## src/rtl/grw_pkg.sv

```systemverilog
`timescale 1ns / 1ps
package grw_pkg;

	localparam int CFG_IDX_W = 3;
	localparam int CFG_DATA_W = 16;

	localparam logic [CFG_IDX_W-1:0] REG_ORIGIN_X = 3'd0;
	localparam logic [CFG_IDX_W-1:0] REG_ORIGIN_Y = 3'd1;
	localparam logic [CFG_IDX_W-1:0] REG_WIDTH = 3'd2;
	localparam logic [CFG_IDX_W-1:0] REG_HEIGHT = 3'd3;
	localparam logic [CFG_IDX_W-1:0] REG_SHIFT = 3'd4;

	localparam logic FUNC_START = 1'b0;
	localparam logic FUNC_ADVANCE = 1'b1;

	localparam logic [1:0] ST_OK = 2'd0;
	localparam logic [1:0] ST_OUTSIDE = 2'd1;
	localparam logic [1:0] ST_IDLE = 2'd2;

	localparam int BLK_W = 16;
	localparam int IDX_W = 20;
	localparam int DIM_REG_W = 11;
	localparam int SHIFT_W = 4;

	localparam int QUEUE_DEPTH = 4;
	localparam int QPTR_W = 2;
	localparam int QCNT_W = 3;

	typedef struct packed {
		logic signed [BLK_W-1:0] origin_x;
		logic signed [BLK_W-1:0] origin_y;
		logic [DIM_REG_W-1:0] width;
		logic [DIM_REG_W-1:0] height;
		logic [SHIFT_W-1:0] shift;
	} cfg_t;

endpackage

```

## src/rtl/grw_if.sv

```systemverilog


interface grw_res_if;
	logic valid;
	logic ready;
	logic signed [15:0] block_x;
	logic signed [15:0] block_y;
	logic [19:0] block_index;
	logic [1:0] status;
	logic last;

	modport source (output valid, block_x, block_y, block_index, status, last, input ready);
	modport sink (input valid, block_x, block_y, block_index, status, last, output ready);
endinterface

```

## src/rtl/grw_back.sv

```systemverilog
`timescale 1ns / 1ps
module grw_back #(
	parameter int FRAC_BITS = 8,
	parameter int COORD_BITS = 24,
	parameter int MAX_GRID_DIM = 1024,
	parameter int ENT_W = 217
) (
	input logic clk,
	input logic arst_n,
	input grw_pkg::cfg_t cfg,
	input logic q_valid,
	input logic [ENT_W-1:0] q_data,
	output logic pop,
	grw_res_if.source res
);
	localparam int D_W = COORD_BITS + 1;
	localparam int FC_W = FRAC_BITS + 16;
	localparam int P_W = FC_W + D_W;
	localparam int ACC_W = P_W + 1;
	localparam int B_W = grw_pkg::BLK_W;
	localparam int RW = $clog2(MAX_GRID_DIM);
	localparam int W_W = $clog2(MAX_GRID_DIM + 1);
	localparam int PW = RW + W_W;

	typedef struct packed {
		logic func;
		logic signed [B_W-1:0] bx;
		logic signed [B_W-1:0] by;
		logic signed [B_W-1:0] sx;
		logic signed [B_W-1:0] sy;
		logic [1:0] neg;
		logic adx_nz;
		logic ady_nz;
		logic [P_W-1:0] inc_x;
		logic [P_W-1:0] inc_y;
		logic signed [ACC_W-1:0] diff;
	} entry_t;

	entry_t ent;

	// walk state
	logic active_q, adx_nz_q, ady_nz_q;
	logic [1:0] neg_q;
	logic signed [B_W-1:0] cur_x_q, cur_y_q, stop_x_q, stop_y_q;
	logic [P_W-1:0] inc_x_q, inc_y_q;
	logic signed [ACC_W-1:0] diff_q;

	// result stage and output register
	logic res_v_s1, res_in_s1, res_last_s1;
	logic signed [B_W-1:0] res_x_s1, res_y_s1;
	logic [RW-1:0] res_rx_s1, res_ry_s1;
	logic [1:0] res_status_s1;

	logic out_v_q, out_last_q;
	logic signed [B_W-1:0] out_x_q, out_y_q;
	logic [grw_pkg::IDX_W-1:0] out_idx_q;
	logic [1:0] out_status_q;

	logic out_adv, s1_take;
	logic is_start, take_x, in_grid, done, emit;
	logic signed [B_W-1:0] vis_x, vis_y, vstop_x, vstop_y;
	logic signed [B_W:0] rx, ry;
	logic [W_W-1:0] w_cl, h_cl;
	logic [PW-1:0] idx_full;

	assign ent = entry_t'(q_data);

	assign out_adv = !out_v_q || res.ready;
	assign s1_take = !res_v_s1 || out_adv;
	assign pop = q_valid && s1_take;

	always_comb begin
		w_cl = (32'(cfg.width) > 32'(MAX_GRID_DIM)) ? W_W'(MAX_GRID_DIM) : W_W'(cfg.width);
		h_cl = (32'(cfg.height) > 32'(MAX_GRID_DIM)) ? W_W'(MAX_GRID_DIM) : W_W'(cfg.height);

		is_start = ent.func == grw_pkg::FUNC_START;
		if (!ady_nz_q) begin
			take_x = adx_nz_q;
		end else if (!adx_nz_q) begin
			take_x = 1'b0;
		end else begin
			take_x = diff_q[ACC_W-1];
		end

		if (is_start) begin
			vis_x = ent.bx;
			vis_y = ent.by;
			vstop_x = ent.sx;
			vstop_y = ent.sy;
		end else begin
			vis_x = cur_x_q;
			vis_y = cur_y_q;
			if (take_x) begin
				vis_x = cur_x_q + (neg_q[0] ? 16'shffff : 16'sh0001);
			end else begin
				vis_y = cur_y_q + (neg_q[1] ? 16'shffff : 16'sh0001);
			end
			vstop_x = stop_x_q;
			vstop_y = stop_y_q;
		end

		rx = (B_W+1)'(vis_x) - (B_W+1)'(cfg.origin_x);
		ry = (B_W+1)'(vis_y) - (B_W+1)'(cfg.origin_y);
		in_grid = !rx[B_W] && !ry[B_W]
			&& ($unsigned(rx) < (B_W+1)'(w_cl)) && ($unsigned(ry) < (B_W+1)'(h_cl));
		done = (vis_x == vstop_x) && (vis_y == vstop_y);
		emit = is_start || active_q;

		idx_full = PW'(res_ry_s1) * PW'(w_cl) + PW'(res_rx_s1);
	end

	always_ff @(posedge clk or negedge arst_n) begin
		if (!arst_n) begin
			active_q <= 1'b0;
			adx_nz_q <= 1'b0;
			ady_nz_q <= 1'b0;
			neg_q <= '0;
			cur_x_q <= '0;
			cur_y_q <= '0;
			stop_x_q <= '0;
			stop_y_q <= '0;
			inc_x_q <= '0;
			inc_y_q <= '0;
			diff_q <= '0;
		end else if (pop && emit) begin
			cur_x_q <= vis_x;
			cur_y_q <= vis_y;
			active_q <= in_grid && !done;
			if (is_start) begin
				stop_x_q <= ent.sx;
				stop_y_q <= ent.sy;
				neg_q <= ent.neg;
				adx_nz_q <= ent.adx_nz;
				ady_nz_q <= ent.ady_nz;
				inc_x_q <= ent.inc_x;
				inc_y_q <= ent.inc_y;
				diff_q <= ent.diff;
			end else if (take_x) begin
				diff_q <= diff_q + $signed({1'b0, inc_x_q});
			end else begin
				diff_q <= diff_q - $signed({1'b0, inc_y_q});
			end
		end
	end

	always_ff @(posedge clk or negedge arst_n) begin
		if (!arst_n) begin
			res_v_s1 <= 1'b0;
			out_v_q <= 1'b0;
		end else begin
			if (s1_take) begin
				res_v_s1 <= pop;
			end
			if (out_adv) begin
				out_v_q <= res_v_s1;
			end
		end
	end

	always_ff @(posedge clk) begin
		if (pop) begin
			if (emit) begin
				res_x_s1 <= vis_x;
				res_y_s1 <= vis_y;
				res_in_s1 <= in_grid;
				res_status_s1 <= in_grid ? grw_pkg::ST_OK : grw_pkg::ST_OUTSIDE;
				res_last_s1 <= !in_grid || done;
			end else begin
				res_x_s1 <= '0;
				res_y_s1 <= '0;
				res_in_s1 <= 1'b0;
				res_status_s1 <= grw_pkg::ST_IDLE;
				res_last_s1 <= 1'b0;
			end
			res_rx_s1 <= RW'(rx);
			res_ry_s1 <= RW'(ry);
		end
		if (out_adv && res_v_s1) begin
			out_x_q <= res_x_s1;
			out_y_q <= res_y_s1;
			out_idx_q <= res_in_s1 ? grw_pkg::IDX_W'(idx_full) : '0;
			out_status_q <= res_status_s1;
			out_last_q <= res_last_s1;
		end
	end

	assign res.valid = out_v_q;
	assign res.block_x = out_x_q;
	assign res.block_y = out_y_q;
	assign res.block_index = out_idx_q;
	assign res.status = out_status_q;
	assign res.last = out_last_q;

endmodule

```

## src/flat_wrapper.sv

```systemverilog
// flat-port wrapper written by rule: the top's interface ports become plain ports
module grw_back_flat 
#(
	parameter int FRAC_BITS = 8,
	parameter int COORD_BITS = 24,
	parameter int MAX_GRID_DIM = 1024,
	parameter int ENT_W = 217
)
  (clk, arst_n, cfg, q_valid, q_data, pop, res_valid, res_block_x, res_block_y, res_block_index, res_status, res_last, res_ready);
  grw_res_if res_i ();
  input logic clk;
  input logic arst_n;
  input grw_pkg::cfg_t cfg;
  input logic q_valid;
  input logic [ENT_W-1:0] q_data;
  output logic pop;
  output wire logic [$bits(res_i.valid)-1:0] res_valid;
  output wire logic [$bits(res_i.block_x)-1:0] res_block_x;
  output wire logic [$bits(res_i.block_y)-1:0] res_block_y;
  output wire logic [$bits(res_i.block_index)-1:0] res_block_index;
  output wire logic [$bits(res_i.status)-1:0] res_status;
  output wire logic [$bits(res_i.last)-1:0] res_last;
  input wire logic [$bits(res_i.ready)-1:0] res_ready;
  assign res_valid = res_i.valid;
  assign res_block_x = res_i.block_x;
  assign res_block_y = res_i.block_y;
  assign res_block_index = res_i.block_index;
  assign res_status = res_i.status;
  assign res_last = res_i.last;
  assign res_i.ready = res_ready;
  grw_back #(.FRAC_BITS(FRAC_BITS), .COORD_BITS(COORD_BITS), .MAX_GRID_DIM(MAX_GRID_DIM), .ENT_W(ENT_W)) u_core (.clk(clk), .arst_n(arst_n), .cfg(cfg), .q_valid(q_valid), .q_data(q_data), .pop(pop), .res(res_i));
endmodule
```

## config.mk

```make
export PLATFORM = sky130hd
export DESIGN_NAME = grw_back_flat
export DESIGN_NICKNAME = d
export VERILOG_FILES = /design/src/rtl/grw_pkg.sv /design/src/rtl/grw_if.sv /design/src/rtl/grw_back.sv /design/src/flat_wrapper.sv
export SDC_FILE = /design/constraint.sdc
export NUM_CORES = 1
export LEC_CHECK = 0
export ABC_AREA = 1
export BUFFER_PORTS_ARGS = -buffer_cell sky130_fd_sc_hd__buf_2
export CORE_AREA = 3 3 296 211
export CTS_BUF_LIST = sky130_fd_sc_hd__clkbuf_16
export CTS_CLUSTER_SIZE = 24
export DETAILED_ROUTE_END_ITERATION = 7
export DIE_AREA = 0 0 299 214
export HOLD_SLACK_MARGIN = 0.1
export PLACE_DENSITY_LB_ADDON = 0.12
export SYNTH_ARGS = -nofsm -noshare
export SYNTH_HDL_FRONTEND = slang
export SYNTH_SLANG_ARGS = --single-unit
```

## constraint.sdc

```tcl
create_clock -name clk -period 7 [get_ports clk]
set_input_delay 1.75 -clock clk [delete_from_list [all_inputs] [get_ports clk]]
set_output_delay 1.75 -clock clk [all_outputs]
set_load 0.01 [all_outputs]
```

**After elaboration in Yosys (flattened, before gate mapping)**

Index checks and enable logic that the tools add are counted.

- Add/subtract/negate cells: 7
- $mul: 1
- Order comparisons: 4
- Eq/ne operators: 2
- Mux-type cells: 15
- Bitwise gates (word level): 1
- Reduce and logical (&&, ||, !) cells: 19

Operators with widths:

| kind | count |
|---|---|
| two-way mux 16 bit | 8 |
| two-way mux 50 bit | 2 |
| adder 50 bit | 1 |
| subtractor 50 bit | 1 |
| < comparator 17 x 11 -> 1 bit | 2 |
| subtractor 16 x 16 -> 17 bit | 2 |
| adder 16 bit | 2 |
| equality test 16 bit | 2 |
| greater-than comparator 11 bit, second input constant | 2 |
| two-way mux 11 bit | 2 |
| adder 20 x 10 -> 20 bit | 1 |
| multiplier 10 x 11 -> 20 bit | 1 |
| logical AND 1 bit | 8 |
| logical NOT 1 bit | 6 |
| logical OR 1 bit | 4 |
| two-way mux 1 bit | 3 |
| AND reduction 2 bit | 1 |
| inverter 1 bit | 1 |

- Bits in registers: 330
- Input port bits: 279
- Output and inout port bits: 57
- Word-level logic and storage cells: 74

**Logic depth before layout (Yosys ltp)**

Gate-level depths: netlist of run 1.

- Depth after elaboration: 11
- Depth in mapped cells: 31
- Mapped depth without buffers: 31

**Worst setup path before layout of run 1**

No wires, ideal clock.

- Path kind: input port to flip-flop
- From: in cfg[17] in the netlist's numbering
- To: reg u_core.out_idx_q (netlist bit u_core.res.block_index[17]) (data pin)
- Library setup time: 0.253 ns
- Arrival time: 6.877 ns
- Data required time: 6.747 ns
- Setup slack: -0.130 ns
- Stages on the path: 28
- Path buffers: 0
- Cell sequence: nor4_1 -> a31oi_1 -> clkinv_1 -> nand2_1 -> inv_1 -> nand2_1 -> fa_1 -> inv_1 -> fa_1 -> inv_1 -> fa_1 -> inv_1 -> fa_1 -> inv_1 -> fa_1 -> inv_1 -> ha_1 -> a21oi_1 -> nor2_1 -> a211oi_1 -> o21ai_0 -> nand2_1 -> o21bai_1 -> a21o_1 -> a21oi_1 -> nand2_1 -> nand2_1 -> nor2_1

- Word-level cells in the longest chain between the ends: 4

Ends and longest elaborated chain:

| what | line | RTL |
|---|---|---|
| from (decl) | flat_wrapper.sv:13 | `input grw_pkg::cfg_t cfg;` |
| greater-than comparator 11 bit | grw_back.sv:73 | `w_cl = (32'(cfg.width) > 32'(MAX_GRID_DIM)) ? W_W'(MAX_GRID_DIM) : W_W'(cfg.width);` |
| two-way mux 11 bit * | grw_back.sv:73 |  |
| multiplier 10 x 11 -> 20 bit * | grw_back.sv:109 | `idx_full = PW'(res_ry_s1) * PW'(w_cl) + PW'(res_rx_s1);` |
| adder 20 x 10 -> 20 bit * | grw_back.sv:109 |  |
| to (signal assigned) | grw_back.sv:181 | `out_idx_q <= res_in_s1 ? grw_pkg::IDX_W'(idx_full) : '0;` |
| to (decl) | grw_back.sv:56 | `logic [grw_pkg::IDX_W-1:0] out_idx_q;` |

Every way passes the cells marked *; elsewhere a longest branch is shown, timed or not.
A chain may end at the register's enable or synchronous reset.

**Final worst setup path of run 1**

- From: in cfg[21] in the netlist's numbering
- To: reg u_core.out_idx_q (netlist bit u_core.res.block_index[17]) (data pin)

Same word-level chain as after synthesis.

==> results of run 1 <==
## state kept, by name, summed over array words and instances (netlist names), 2 cells and up
register	flops
u_core.inc_y_q	49
u_core.stop_x_q	16
u_core.res.status	2
u_core.inc_x_q	49
u_core.cur_x_q	16
u_core.diff_q	50
u_core.res.block_index	20
u_core.neg_q	2
u_core.res.block_y	16
u_core.res.block_x	16
u_core.res_ry_s1	10
u_core.res_y_s1	16
u_core.res_status_s1	2
u_core.cur_y_q	16
u_core.stop_y_q	16
u_core.res_rx_s1	10
u_core.res_x_s1	16
## area by class of cell
type	instances	area, µm²
fill	6040	28400
multi-input combinational	2632	15800
sequential	330	8810
timing repair buffer	422	2370
inverter	534	2010
tap	808	1010
clock buffer	39	976
clock inverter	29	293
antenna	8	20.0
## per-stage QoR
step	util	hold slack [ps]	area, µm²	std cells	setup TNS (ps)
floorplan	-	400	26800	3585	0
global placement	0.500	401	29800	4723	-1890
detailed placement	0.500	405	29800	4723	-2250
CTS	0.521	420	31100	4791	0
global route	0.523	424	31200	4799	-55.4
finish	0.524	417	31300	4802	0
## routing by layer
layer  vias to the layer above  track usage
li1                      12400            -
met1                     11500        0.431
met2                       827        0.350
met3                        92       0.0679
met4                         8       0.0559
met5                         -            0
## synth_stat cells (14+ instances only)
cell      instances
a21oi_1         234
or2_2            36
fa_1             84
a31oi_1          19
nand3b_1         20
buf_2            28
nor2_1          381
nand2_1         858
nor4_1           14
nand3_1         194
mux2_2           76
o21ai_0         254
xor2_1           64
inv_1           521
nand4_1          33
xnor2_1          32
nor3_1           27
dfrtp_1         219
clkbuf_1         52
o21ai_1          14
ha_1            187
edfxtp_1        111
## path summary, 6_finish.rpt
path | slack, ps | endpoint | cells after the start | start
min in group asynchronous | 1200 | u_core.inc_x_q[45]$_DFFE_PN0P_ | 1 | arst_n
max reg2reg | 1530 | u_core.res.block_index[17]$_SDFFCE_PN0P_ | 23 | u_core.res_ry_s1[2]$_DFFE_PP_
max in group asynchronous | 4430 | u_core.inc_y_q[6]$_DFFE_PN0P_ | 2 | arst_n
max | 210 | u_core.res.block_index[17]$_SDFFCE_PN0P_ | 28 | cfg[21]
min reg2reg | 420 | u_core.res.block_y[15]$_DFFE_PP_ | 0 | u_core.res_y_s1[15]$_SDFFCE_PP0P_
min | 420 | u_core.res.block_y[15]$_DFFE_PP_ | 0 | u_core.res_y_s1[15]$_SDFFCE_PP0P_
## timing repair
| action | 4_1_cts | 5_1_grt |
|---|---|---|
| gates resized for setup | 0 | 16 |
| endpoints found under the setup margin | 0 | 5 |
| setup buffers | 0 | 3 |
## logic make-up (layout without fill, tap and decap cells)
logic type,count (synthesis),in the layout,synth area share
compound gates,586,586,0.117
flops,330,330,0.329
fa+ha+maj,271,271,0.150
other cells,0,8,0
buf+inv,623,1024,0.0889
mux,77,77,0.0323
xor+xnor,96,96,0.0313
simple gates,1602,1602,0.252
## cells in the final DEF (no fill, tap or decap), drive strengths merged, types with 4 or more instances in the layout
master	instances
nand2	866
inv	541
buf	422
nor2	394
o21ai	270
a21oi	235
dfrtp	219
nand3	198
ha	187
edfxtp	111
fa	84
mux2	76
xor2	64
clkbuf	39
or2	36
nand4	33
xnor2	32
nor3	32
nand3b	20
a31oi	19
nor4	15
o21a	13
o21bai	13
clkinv	13
o211ai	9
diode	8
a21o	7
clkinvlp	5
o31ai	5
and3	4
bufinv	4
a211oi	4
## critical path, stage by stage
cell and delay (ps):
buf_2 120, nor4_4 300, a31oi_2 150, clkinv_2 120, buf_4 120, nand2_1 50, inv_1 70, nand2_1 70
fa_1 550, fa_1 580, inv_1 60, fa_1 510, fa_1 550, inv_1 50, fa_1 520, inv_1 40
ha_1 300, nand2_1 80, nor2_1 50, a211oi_2 240, o21ai_1 140, nand2_1 120, o21bai_2 80, a21o_1 170
a21oi_2 130, nand2_1 70, nand2_1 50, nor2_1 40
## report_power, final
part / switching, mW / internal, mW / total (mW)
logic: 5.54 / 3.45 / 8.99
registers: 0.383 / 2.58 / 2.97
clock network: 0.902 / 1.18 / 2.08
total: 6.82 / 7.21 / 14.0
==> impl_metrics.py, run 1 <==
metrics = {
    "routing": {
        "wl_per_cell_um": 18.1,
        "drtAntennaViolNets": 0,
        "avgViaCountPerCell": 5.16,
        "wl_met2_mm": 32.8,
        "vias": 24800,
        "dr_wl_met3_mm": 8.30,
        "drt-initial-drc-count": 2359,
        "drt-pass1-iter-count": 6,
        "drc_errors": 0,
        "top_layer": "met5",
        "finalWirelength_mm": 87.1,
        "drt-met1-wl_mm": 44.5,
    },
    "timing": {
        "setup_viol": 0,
        "fin_skew_ps": 22.2,
        "period_minus_slack_ps": 6790,
        "fmax_mhz": 147,
        "min_period_over_period": 0.970,
        "slew_headroom": 0.382,
        "rsz0062_at_grt": "true",
        "slew_violations": 0,
        "worst_slack_ps": 211,
        "worst-slew-pin-transition_ps": 917,
        "hold_viol_final": 0,
    },
    "synth": {
        "synth_top_area_frac": 0.204,
        "yosysSeqAreaShare": 0.329,
        "synth-edff-count": 111,
        "synth_top_cell_by_area": "dfrtp_1",
        "async_reset_ff_frac": 0.664,
        "yosys.cell_types.count": 52,
        "yosysWarnings": 0,
        "syn_avg_cell_area_um2": 7.48,
        "synthTopCellsByArea": "dfrtp_1 (20%), edfxtp_1 (12%), nand2_1 (12%)",
        "syn_nets": 4135,
        "synth_flop_cell": "dfrtp_1",
        "synth_seq_cells": 330,
        "synthCells": 3585,
        "syn_area_um2": 26800,
    },
    "floorplan": {
        "start_util": 0.449,
        "die_w_um": 299,
        "num_rows": 75,
        "coreArea_um2": 59700,
        "die_h_um": 214,
        "ios": 336,
        "die_area_um2": 64000,
    },
    "cts": {
        "clkTransAtPathRegs_ps": 70,
        "cts_tree": "built",
        "numCtsBuffers": 38,
        "h-tree-depth": 2,
        "clk-insertion-delay-late_ps": 570,
        "clockBufferDepth": 3,
        "cts-root-buf": "clkbuf_16",
        "numClockSinks": 330,
        "hold_buffers": 0,
    },
    "placed_design": {
        "gp_congestion": 0.950,
        "port_buffers": 331,
        "pre_cts_slack_ps": -486,
        "dp_hpwl_mm": 69.7,
    },
    "global_routing": {
        "antenna_found_initial": 12,
        "grt_pass1_wl_mm": 134,
        "track_usage": 0.267,
        "grt-ovfl-total": 0,
        "grt_max_degree": 129,
        "grt_pass1_vias": 23200,
    },
    "power_and_ir_drop": {
        "leakage_nw": 15.9,
        "p_per_area_nw_per_um2": 449,
        "total_power_mw": 14.0,
        "irDropWorstVdd_mv": 0.474,
    },
    "critical_path": {
        "crit_fanout": 8,
        "startpoint_type": "input port",
        "endpoint_kind": "register",
        "arrival_ps": 7100,
        "required_ps": 7310,
        "critPathKind": "in -> reg",
    },
    "worst_hold_path": {
        "min_path_type": "reg -> reg",
    },
    "flow_run": {
        "cap_violations": 0,
    },
    "run_status": {
        "status": "finished clean",
    },
    "finish": {
        "nets": 4508,
        "syn_to_final_growth_pct": 16.5,
        "layout-drive-gt1-share": 0.168,
    },
}
Power figures use the tool's default switching activity.
==> run 2, diff against run 1 <==
Settings changed: MAX_ROUTING_LAYER set to met4.
==> run 2 against run 1 <==
Core utilization grew 0.12 points. Fmax shrank 0.62%. Non-clock buffer count grew 4. Largest power group unchanged. Critical path depth is the same. Critical path type unchanged. Worst setup slack lost 42 ps. Die area is the same. Global-route usage grew 0.78 points. Sequential power is essentially flat. Flip-flop and latch count is the same. Cell area grew 0.24%. Highest routed layer is now met4. Via count grew 0.38%.
==> impl_metrics.py, run 2 (synthesis gave the netlist of run 1 again) <==
metrics = {
    "run_status": {
        "status": "finished clean",
    },
    "critical_path": {
        "required_ps": 7310,
        "crit_fanout": 8,
        "startpoint_type": "input port",
        "critPathKind": "in -> reg",
        "endpoint_kind": "register",
        "crit_cells": 28,
        "r2r_slack_ps": 1570,
        "cp_top_family": "adder cells",
        "rr_worst_depth": 21,
        "critPathSlowestCell": "fa_1",
        "crit_end": "u_core.res.block_index[17]$_SDFFCE_PN0P_",
        "reg2reg_to": "u_core.res.block_index[17]$_SDFFCE_PN0P_",
        "reg2reg_from": "u_core.res_ry_s1[3]$_DFFE_PP_",
        "max_stage_delay_ps": 630,
        "worst-path-buf-inv": 7,
        "arrival_ps": 7140,
        "cp_common_cell": "fa_1",
        "worstSetupStartpoint": "cfg[20]",
    },
    "routing": {
        "drtAntennaViolNets": 0,
        "drc_errors": 0,
        "wl_per_cell_um": 18.0,
        "finalWirelength_mm": 86.7,
        "drt-pass1-iter-count": 8,
        "avgViaCountPerCell": 5.18,
        "vias": 24900,
        "drt-initial-drc-count": 2444,
    },
    "finish": {
        "final_cell_mix": "nand2_1 (850), inv_1 (511), nor2_1 (377), buf_2 (329), o21ai_0 (253)",
        "final_cell_area_um2": 31300,
        "final_common_cell": "nand2_1",
        "regArea_um2": 8810,
        "largest_reg_flops": 50,
        "reg_top3": "u_core.diff_q x50, u_core.inc_x_q x49, u_core.inc_y_q x49",
        "multi_input_area_um2": 15800,
        "syn_to_final_growth_pct": 16.8,
        "layout-drive-gt1-share": 0.173,
        "top_register": "u_core.diff_q",
        "num-fill-cells": 6020,
        "nets": 4513,
    },
    "power_and_ir_drop": {
        "clkPwrFrac": 0.143,
        "p_comb_frac": 0.648,
        "switchingPower_mw": 6.83,
        "p_per_area_nw_per_um2": 452,
        "internal-power_mw": 7.31,
        "irDropWorstVdd_mv": 0.526,
        "leakage_nw": 15.9,
        "seq_power_share": 0.210,
        "switching_share": 0.483,
        "total_power_mw": 14.1,
    },
    "cts": {
        "numClockSinks": 330,
        "clockBufferDepth": 3,
        "h-tree-depth": 2,
        "cts-root-buf": "clkbuf_16",
        "hold_buffers": 0,
        "cts_tree": "built",
        "clkTransAtPathRegs_ps": 60,
        "numCtsBuffers": 39,
        "clk-insertion-delay-late_ps": 560,
    },
    "timing": {
        "hold_viol_final": 0,
        "worst-slew-pin-transition_ps": 894,
        "slew_headroom": 0.404,
        "setup_viol": 0,
        "period_minus_slack_ps": 6830,
        "slew_violations": 0,
        "fmax_mhz": 146,
        "min_period_over_period": 0.976,
        "fin_skew_ps": 13.9,
        "setup_tns_ps": 0,
    },
    "global_routing": {
        "grt_pass1_wl_mm": 134,
        "track_usage": 0.275,
        "antenna_found_initial": 11,
        "grt_pass1_vias": 22900,
        "grt-ovfl-total": 0,
        "grt_max_degree": 106,
    },
    "placed_design": {
        "port_buffers": 331,
        "dpl_cell_area_um2": 29900,
        "dp_hpwl_mm": 69.1,
        "gp_congestion": 0.960,
    },
    "floorplan": {
        "num_rows": 75,
        "die_h_um": 214,
        "ios": 336,
        "coreArea_um2": 59700,
        "die_area_um2": 64000,
        "start_util": 0.449,
        "die_w_um": 299,
    },
    "worst_hold_path": {
        "min_path_type": "reg -> reg",
        "hp-start": "u_core.res_y_s1[6]$_SDFFCE_PP0P_",
    },
    "flow_run": {
        "cap_violations": 0,
    },
}
## run 2: cell type report
type | count | area share
clock buffers | 39 | 0.0312
inverters | 534 | 0.0645
clock inverters | 29 | 0.00803
multi-input cells | 2632 | 0.504
flip-flops and latches | 330 | 0.281
repair buffers | 426 | 0.0776
well taps | 808 | 0.0323
diodes | 7 | 0.000559
## run 2: per-stage QoR
step | setup WS (ps) | instances | hold WS [ps] | utilization
after CTS | 52.1 | 4792 | 419 | 0.521
after global routing | -89.3 | 4805 | 422 | 0.525
after global placement | -447 | 4724 | 401 | 0.501
after detailed placement | -505 | 4724 | 405 | 0.501
after floorplan | 25.7 | 3585 | 400 | -
final | 168 | 4805 | 418 | 0.525
## run 2: worst min-delay path by stage
stage	end	depth (start not counted)
6_report	u_core.res.block_y[6]$_DFFE_PP_	0
2_1_floorplan	u_core.res.block_x[0]$_DFFE_PP_	0
3_3_place_gp	u_core.res.block_y[5]$_DFFE_PP_	0
3_5_place_dp	u_core.res.block_x[5]$_DFFE_PP_	0
5_1_grt	u_core.res.block_y[15]$_DFFE_PP_	0
4_1_cts	u_core.res.block_y[15]$_DFFE_PP_	0
## run 2: metal layers
layer  GRT usage  wire (µm)  vias up
met5           -          0        -
met3      0.0632       7930       77
met2       0.351      32900      822
met1       0.436      44500    11600
li1            -          -    12400
met4      0.0471       1370        0
## run 2: repair_timing
item,4_1_cts,5_1_grt
setup buffers,0,6
gates resized for setup,0,40
setup endpoints to repair,0,5
## run 2: power groups by stage
stage	clock, mW	sequential [mW]	combinational [mW]
after floorplan	0	2.89	5.77
after global placement	0	2.98	8.57
after detailed placement	0	2.99	8.56
after CTS	2.07	2.96	8.63
after global routing	2.15	3.02	10.3
final	2.02	2.96	9.16
